<file path="src/q8_block_scaled_dot_accumulate_unit_assert.svh">
// Assertion macros for the dot-accumulate top level
`ifndef Q8_BLOCK_SCALED_DOT_ACCUMULATE_UNIT_ASSERT_SVH
`define Q8_BLOCK_SCALED_DOT_ACCUMULATE_UNIT_ASSERT_SVH

// clocked property, masked while in reset
`define Q8BSD_ASSERT(lbl, prop, msg) \
  lbl: assert property (@(posedge clk) disable iff (!rst_n) prop) else $error(msg);

// antecedent in one cycle implies consequent in the next
`define Q8BSD_CHECK_NEXT(lbl, ante, cons, msg) \
  lbl: assert property (@(posedge clk) disable iff (!rst_n) (ante) |=> (cons)) else $error(msg);

`endif

</file>
<file path="src/q8bsd_pkg.sv">
// Shared types, constants and fp32 helper functions for the dot-accumulate unit
`default_nettype none
package q8bsd_pkg;

  localparam int LANES_PER_WORD = 8;
  localparam int NUM_WORDS      = 4;
  localparam int LANE_SUM_W     = 19;
  localparam int DOT_W          = 21;
  localparam logic [31:0] QNAN  = 32'h7FC0_0000;
  localparam logic [31:0] PINF  = 32'h7F80_0000;

  // unpacked operand: value = mant * 2^xp unless a special class is set
  typedef struct packed {
    logic               sgn;
    logic               nan;
    logic               inf;
    logic               zero;
    logic [23:0]        mant;
    logic signed [11:0] xp;
  } fpu_t;

  function automatic fpu_t unpack_f32(input logic [31:0] b);
    fpu_t r;
    logic [7:0] e;
    e = b[30:23];
    r.sgn  = b[31];
    r.nan  = (e == 8'hFF) && (b[22:0] != 23'd0);
    r.inf  = (e == 8'hFF) && (b[22:0] == 23'd0);
    r.zero = (e == 8'h00) && (b[22:0] == 23'd0);
    r.mant = {(e != 8'h00), b[22:0]};
    r.xp   = $signed({4'b0, ((e == 8'h00) ? 8'd1 : e)}) - 12'sd150;
    return r;
  endfunction

  function automatic fpu_t unpack_f16(input logic [15:0] h);
    fpu_t r;
    logic [4:0] e;
    e = h[14:10];
    r.sgn  = h[15];
    r.nan  = (e == 5'h1F) && (h[9:0] != 10'd0);
    r.inf  = (e == 5'h1F) && (h[9:0] == 10'd0);
    r.zero = (e == 5'h00) && (h[9:0] == 10'd0);
    r.mant = {13'b0, (e != 5'h00), h[9:0]};
    r.xp   = $signed({7'b0, ((e == 5'h00) ? 5'd1 : e)}) - 12'sd25;
    return r;
  endfunction

  function automatic fpu_t unpack_int(input logic signed [DOT_W-1:0] d);
    fpu_t r;
    logic [DOT_W-1:0] mag;
    mag = d[DOT_W-1] ? DOT_W'(-d) : DOT_W'(d);
    r.sgn  = d[DOT_W-1];
    r.nan  = 1'b0;
    r.inf  = 1'b0;
    r.zero = (d == '0);
    r.mant = {{(24-DOT_W){1'b0}}, mag};
    r.xp   = 12'sd0;
    return r;
  endfunction

  // round m * 2^x (m non-zero) to fp32, nearest-even, subnormals kept
  function automatic logic [31:0] round_pack(input logic sgn, input logic [47:0] m,
                                             input logic signed [11:0] x);
    logic [5:0]         p;
    logic [47:0]        n;
    logic [47:0]        s;
    logic signed [12:0] be;
    logic signed [12:0] beff;
    logic signed [12:0] diff;
    logic [5:0]         sh;
    logic [12:0]        em1;
    logic [23:0]        mant;
    logic               lost;
    logic               rnd;
    logic [35:0]        t;
    p = 6'd0;
    for (int i = 0; i < 48; i++) begin
      if (m[i]) p = 6'(i);
    end
    n  = m << (6'd47 - p);
    be = {x[11], x} + $signed({7'b0, p}) + 13'sd127;
    if (be >= 13'sd1) begin
      beff = be;
      sh   = 6'd0;
    end else begin
      beff = 13'sd1;
      diff = 13'sd1 - be;
      sh   = (diff > 13'sd63) ? 6'd63 : diff[5:0];
    end
    lost = |(n & ((48'd1 << sh) - 48'd1));
    s    = n >> sh;
    mant = s[47:24];
    rnd  = s[23] & ((|s[22:0]) | lost | mant[0]);
    em1  = 13'(beff - 13'sd1);
    t    = {em1, 23'b0} + {12'b0, mant} + {35'b0, rnd};
    if (t[35:23] >= 13'd255) return {sgn, PINF[30:0]};
    return {sgn, t[30:0]};
  endfunction

endpackage
`default_nettype wire

</file>
<file path="src/q8bsd_fmul.sv">
// fp multiplier on unpacked operands, single rounding, registered result
`default_nettype none
module q8bsd_fmul (
  input  wire logic             clk,
  input  wire logic             en,
  input  wire q8bsd_pkg::fpu_t  op_a,
  input  wire q8bsd_pkg::fpu_t  op_b,
  output logic [31:0]           res_r
);
  import q8bsd_pkg::*;

  logic        sgn;
  logic [47:0] prod;
  logic [31:0] res_nxt;

  assign sgn  = op_a.sgn ^ op_b.sgn;
  assign prod = op_a.mant * op_b.mant;

  always_comb begin
    if (op_a.nan || op_b.nan || (op_a.inf && op_b.zero) || (op_a.zero && op_b.inf)) begin
      res_nxt = QNAN;
    end else if (op_a.inf || op_b.inf) begin
      res_nxt = {sgn, PINF[30:0]};
    end else if (op_a.zero || op_b.zero) begin
      res_nxt = {sgn, 31'b0};
    end else begin
      res_nxt = round_pack(sgn, prod, op_a.xp + op_b.xp);
    end
  end

  always_ff @(posedge clk) begin
    if (en) res_r <= res_nxt;
  end
endmodule
`default_nettype wire

</file>
<file path="config.mk">
export PLATFORM = sky130hd
export DESIGN_NAME = q8bsd_fmul
export DESIGN_NICKNAME = d
export VERILOG_FILES = /design/src/q8_block_scaled_dot_accumulate_unit_assert.svh /design/src/q8bsd_pkg.sv /design/src/q8bsd_fmul.sv
export SDC_FILE = /design/constraint.sdc
export NUM_CORES = 2
export LEC_CHECK = 0
export BUFFER_PORTS_ARGS = -buffer_cell sky130_fd_sc_hd__buf_4
export CAP_MARGIN = 20
export CORE_MARGIN = 5
export CORE_UTILIZATION = 50
export CTS_CLUSTER_DIAMETER = 60
export DETAILED_ROUTE_END_ITERATION = 16
export PLACE_DENSITY = 0.67
export SLEW_MARGIN = 20
export SYNTH_ARGS = -nofsm -noshare
export SYNTH_HDL_FRONTEND = slang
export SYNTH_SLANG_ARGS = --single-unit
</file>
<file path="constraint.sdc">
create_clock -name clk -period 46.4 [get_ports clk]
set_clock_uncertainty 0.1 [all_clocks]
set_input_delay 9.28 -clock clk [delete_from_list [all_inputs] [get_ports clk]]
set_output_delay 9.28 -clock clk [all_outputs]
set_load 0.02 [all_outputs]
</file>
# Word-level counts from Yosys, hierarchy flattened
# Cells that the tools add are included.
# op_classes
n_addsub,9
mul,1
n_lt_le_gt_ge,3
shifts,3
n_mux,67
bitwise,5
reduce_logical,11
# op_table
operator,count
6-bit two-way mux,54
32-bit two-way mux,4
13-bit two-way mux,4
48-bit AND,1
24-bit by 24-bit multiplier with 48-bit output,1
48-bit OR reduction,1
1-bit by 6-bit << shifter with 48-bit output (first input constant),1
48-bit by 6-bit << shifter with 48-bit output,1
48-bit by 6-bit right shift with 48-bit output,1
48-bit by 1-bit subtractor with 48-bit output (second input constant),1
36-bit by 1-bit adder with 36-bit output,1
36-bit by 24-bit adder with 36-bit output,1
23-bit OR reduction,1
12-bit by 7-bit adder with 13-bit output,1
13-bit by 7-bit adder with 13-bit output (second input constant),1
13-bit by 2-bit greater-or-equal comparator with 1-bit output (second input constant),1
13-bit by 8-bit greater-or-equal comparator with 1-bit output (second input constant),1
13-bit by 7-bit > comparator with 1-bit output (second input constant),1
13-bit by 2-bit subtractor with 13-bit output (second input constant),1
2-bit by 13-bit subtractor with 13-bit output (first input constant),1
12-bit adder,1
6-bit subtractor (first input constant),1
1-bit logical OR,5
1-bit two-way mux,5
6 further kinds,8
# word_totals
reg_bits,32
inputBits,82

# Longest topological paths before layout
# depth
ltp_word,76
ltp_mapped,67
ltp_nobuf,59

# Worst setup path after synthesis
# No wires, ideal clock.
# synth_path
kind,in2reg
startpoint,input port op_b[15] in the netlist's numbering
endpoint,register res_r[8] (data pin)
arrival_ns,24.435
setup_slack_ns,21.588
path_stages,64
path_cell_list,clkbuf_1 -> nand2_1 -> fa_1 -> inv_1 -> fa_1 -> fa_1 -> inv_1 -> fa_1 -> inv_1 -> fa_1 -> inv_1 -> fa_1 -> inv_1 -> fa_1 -> ha_1 -> buf_2 -> and4_1 -> and2_1 -> [... 28 more ...] -> clkbuf_1 -> clkbuf_1 -> buf_1 -> mux2i_1 -> mux2i_1 -> o22ai_1 -> a211oi_1 -> or2_2 -> inv_1 -> ha_1 -> nand2b_1 -> or4b_1 -> buf_6 -> o41ai_4 -> xor2_2 -> nor4_4 -> buf_6 -> nor4_2
# synth_between
elab_chain_len,72
word_cells_on_any_way,83
classes_between,add/sub (8); mul (1); order compare (3); shift (3); mux (62); bitwise (4); reduce/logical (2)
# synth_rtl
item,line_no,rtl
start: declaration,q8bsd_fmul.sv:7,"input wire q8bsd_pkg::fpu_t op_b,"
24-bit by 24-bit multiplier with 48-bit output (*),q8bsd_fmul.sv:17,assign prod = op_a.mant * op_b.mant;
6-bit two-way mux (45 in a row),q8bsd_pkg.sv:78,if (m[i]) p = 6'(i);
6-bit two-way mux,q8bsd_fmul.sv:24,end else if (op_a.zero || op_b.zero) begin
6-bit two-way mux,q8bsd_fmul.sv:22,end else if (op_a.inf || op_b.inf) begin
6-bit two-way mux,q8bsd_fmul.sv:20,if (op_a.nan || op_b.nan || (op_a.inf && op_b.zero) || (op_a.zero && op_b.inf)) begin
12-bit by 7-bit adder with 13-bit output,q8bsd_pkg.sv:81,"be = {x[11], x} + $signed({7'b0, p}) + 13'sd127;"
13-bit by 7-bit adder with 13-bit output,q8bsd_pkg.sv:81,
2-bit by 13-bit subtractor with 13-bit output,q8bsd_pkg.sv:87,diff = 13'sd1 - be;
[... 12 more ...],--,
1-bit AND,q8bsd_pkg.sv:93,rnd = s[23] & ((|s[22:0]) | lost | mant[0]);
36-bit by 1-bit adder with 36-bit output (*),q8bsd_pkg.sv:95,"t = {em1, 23'b0} + {12'b0, mant} + {35'b0, rnd};"
13-bit by 8-bit greater-or-equal comparator with 1-bit output,q8bsd_pkg.sv:96,"if (t[35:23] >= 13'd255) return {sgn, PINF[30:0]};"
1-bit two-way mux,q8bsd_pkg.sv:96,
1-bit two-way mux,q8bsd_fmul.sv:24,
1-bit two-way mux,q8bsd_fmul.sv:22,
1-bit two-way mux,q8bsd_fmul.sv:20,
32-bit two-way mux (*),q8bsd_pkg.sv:97,"return {sgn, t[30:0]};"
end signal: assignment,q8bsd_fmul.sv:32,if (en) res_r <= res_nxt;
end: declaration,q8bsd_fmul.sv:8,output logic [31:0] res_r
# Every way passes the cells marked *; elsewhere a longest branch is shown, timed or not. The select of a mux whose other input is x is not followed.
# A chain may end at the register's enable or synchronous reset.

# Final worst setup path
# layout_path
startpoint,input port op_b[15] in the netlist's numbering
endpoint,register res_r[22] (data pin)
# layout_between
elab_chain_len,74
word_cells_on_any_way,85
classes_between,add/sub (8); mul (1); order compare (3); shift (3); mux (64); bitwise (4); reduce/logical (2)
# layout_rtl
item,line_no
24-bit by 24-bit multiplier with 48-bit output (*),q8bsd_fmul.sv:17
6-bit two-way mux (45 in a row),q8bsd_pkg.sv:78
6-bit two-way mux,q8bsd_fmul.sv:24
6-bit two-way mux,q8bsd_fmul.sv:22
6-bit two-way mux,q8bsd_fmul.sv:20
12-bit by 7-bit adder with 13-bit output,q8bsd_pkg.sv:81
13-bit by 7-bit adder with 13-bit output,q8bsd_pkg.sv:81
2-bit by 13-bit subtractor with 13-bit output,q8bsd_pkg.sv:87
[... 14 more ...],--
13-bit by 8-bit greater-or-equal comparator with 1-bit output,q8bsd_pkg.sv:96
1-bit two-way mux,q8bsd_pkg.sv:96
1-bit two-way mux,q8bsd_fmul.sv:24
1-bit two-way mux,q8bsd_fmul.sv:22
1-bit two-way mux,q8bsd_fmul.sv:20
32-bit two-way mux (*),q8bsd_pkg.sv:97
32-bit two-way mux (*),q8bsd_fmul.sv:24
32-bit two-way mux (*),q8bsd_fmul.sv:22
# Marked as above.

==> results.txt <==
Clk slew on worst S/H paths - 0.05 ns
Final worst path period need - 27.84 ns
Fmax - 0.0359 GHz
Post-detailed-route count of antenna-violating nets - 0
Initial DRT Pass Iterations - 7
Largest regs - res_r x32
Biggest area consumer among synthesized cells - fa_1
Largest register by flop count - res_r
Net count, final - 4,733
Vias - 30,500
Final Wtd Congestion - 1.07
Syn_nets - 4,813
Core area - 63,100 µm²
Worst Max-Slew Pin Slew - 1.10 ns
CP required - 46.31 ns
Site Rows - 92
Critical path's slowest cell - o21ai_4
Detailed placement HPWL - 83,400 µm
CTS sink cnt - 32
All-Layer GR Usage - 29.7%
Setup CP Type - primary input to flop
Initial core utilization - 50.5%
Pin count of the biggest net entering global routing - 64
Number of diodes - 0
Largest register FFs - 32
Die Width - 262 µm
Fill cell count - 6,186
Worst Setup End Kind - flop
Hold EP - res_r[22]
H-tree depth - 2
Slew HR - 26.5%
WHS Path Cells - 3
Crit path max fanout - 48
Hold path start - op_b[37]
Drt via density - 6.34
Post-synth ARST share - 0%
Post-CTS Hold Fix Bufs - 0
Vias in the first global route - 30,100
Final period util - 60.0%
DRC violations left - 0
Cells after synthesis - 4,043
Most frequent cells after synthesis - inv_1 (574), nand2_1 (517), fa_1 (484)
Setup Buffers After CTS - 0
RSZ-0062 raised after global routing - false
Post-Route WL - 105,000 µm
Multi-input logic area - 27,500 µm²
Synth Flop Type - edfxtp_1
Share of layout cells above drive strength 1 - 8.25%
Count leader, synth - inv_1
Starting DRT DRC Count - 3,570
HP Class - primary input to flop
Yosys cell types - 140
CTS max path bufs - 2
TritonCTS Buffers - 5
Die area - 68,900 µm²
Sequential element share of the synthesized area - 3.02%
Synthesized cell area - 31,900 µm²
Initial antenna violation count - 0
Slew Limit Fails - 0
Number of synthesized flops with an enable pin - 32
CTS resizes - 0
Syn-to-layout area delta - 3.51%
Top cells by area, synth - fa_1 (30%), ha_1 (8.0%), inv_1 (6.8%), nand2_1 (6.1%), and2_1 (6.1%)
Routed len/inst - 21.8 µm
CTS root buf - clkbuf_16
Final setup fails - 0
I/O pin cnt - 114
First-pass GRT wire length - 169,000 µm
YS warnings - 0
Yosys reg bits - 32
Syn_area_per_cell - 7.88 µm²
Setup TNS Final - 0 ns
Top-area cell type share of the netlist area - 30.4%
Crit-path max cell delay - 0.96 ns
Die Ht - 262 µm
Register Area - 961 µm²
Final global-route overflow total - 0
CP Launch Type - primary input
CP arrival - 27.75 ns
Final hold violation count - 0
Maximum Capacitance Violations - 0
Status - completed
Most common cell on crit path - fa_1
CTS tree - built
I/O Buffers - 113
[through the flow]
step           setup WS (ns)  cells  area [µm²]  hold slack [ns]  util, %
6_report               18.56   4810       33000             9.28     52.3
5_1_grt                17.72   4810       33000             9.29     52.3
4_1_cts                19.12   4810       33000             9.27     52.3
3_5_place_dp           18.88   4802       32800             9.55     52.1
3_3_place_gp           19.20   4802       32800             9.55     52.1
2_1_floorplan          21.59   4043       31900             9.29        -
[how the worst max path moves through the flow]
stage	start	endpoint	slack, ns
final	op_b[15]	res_r[22]	18.56
after global routing	op_b[15]	res_r[22]	17.72
after CTS	op_a[29]	res_r[22]	19.12
after detailed placement	op_a[29]	res_r[22]	18.88
after global placement	op_b[15]	res_r[22]	19.20
after floorplan	op_b[15]	res_r[8]	21.59
[area by class of cell]
class / count / share of cell area, %
timing repair buffer: 152 / 3.46
multi-input combinational: 3193 / 83.4
clock buffer: 5 / 0.379
tap: 846 / 3.21
sequential: 32 / 2.91
clock inverter: 3 / 0.0569
inverter: 579 / 6.59
[layout by cell type, fill, tap and decap left out, drive strengths merged, types with 30 or more instances in the layout]
master	Yosys	final
a211oi	53	53
a21o	33	33
a21oi	194	194
a22oi	30	30
and2	312	312
buf	69	152
edfxtp	32	32
fa	484	484
ha	204	204
inv	577	577
mux2i	34	34
nand2	517	517
nand3	137	137
nand4	31	31
nor2	203	203
nor3	82	82
nor4	60	60
o211ai	66	66
o21a	30	30
o21ai	161	161
o22ai	38	38
xnor2	57	57
xor2	36	36
[routing by layer]
| metal | up-vias | global-route usage (%) | share of wire (%) |
|---|---|---|---|
| met1 | 14900 | 43.0 | 43 |
| li1 | 13500 | - | - |
| met4 | 0 | 7.65 | 3.3 |
| met3 | 313 | 6.64 | 11 |
| met5 | - | 0 | 0 |
| met2 | 1706 | 45.4 | 43 |
[worst max-delay path, delay by kind of cell]
kind / cells / cell delay [ns]
AND/OR/NAND/NOR: 12 / 3.72
XOR/XNOR: 3 / 0.52
adder cells (fa/ha/maj): 12 / 5.08
AO/OA/AOI/OAI: 20 / 7.35
buffers and inverters: 9 / 1.67
[cell families after synthesis]
family          count (synthesis)  synth area share, %
mux                            44                 1.43
flops                          32                 3.02
fa+ha+maj                     689                 38.4
compound gates                884                 19.8
simple gates                 1483                 23.9
buf+inv                       818                 10.8
xor+xnor                       93                 2.58
Power is left out: the tool's default activity adds up to more than one toggle a clock period on the data nets, which glitch-free logic cannot reach.
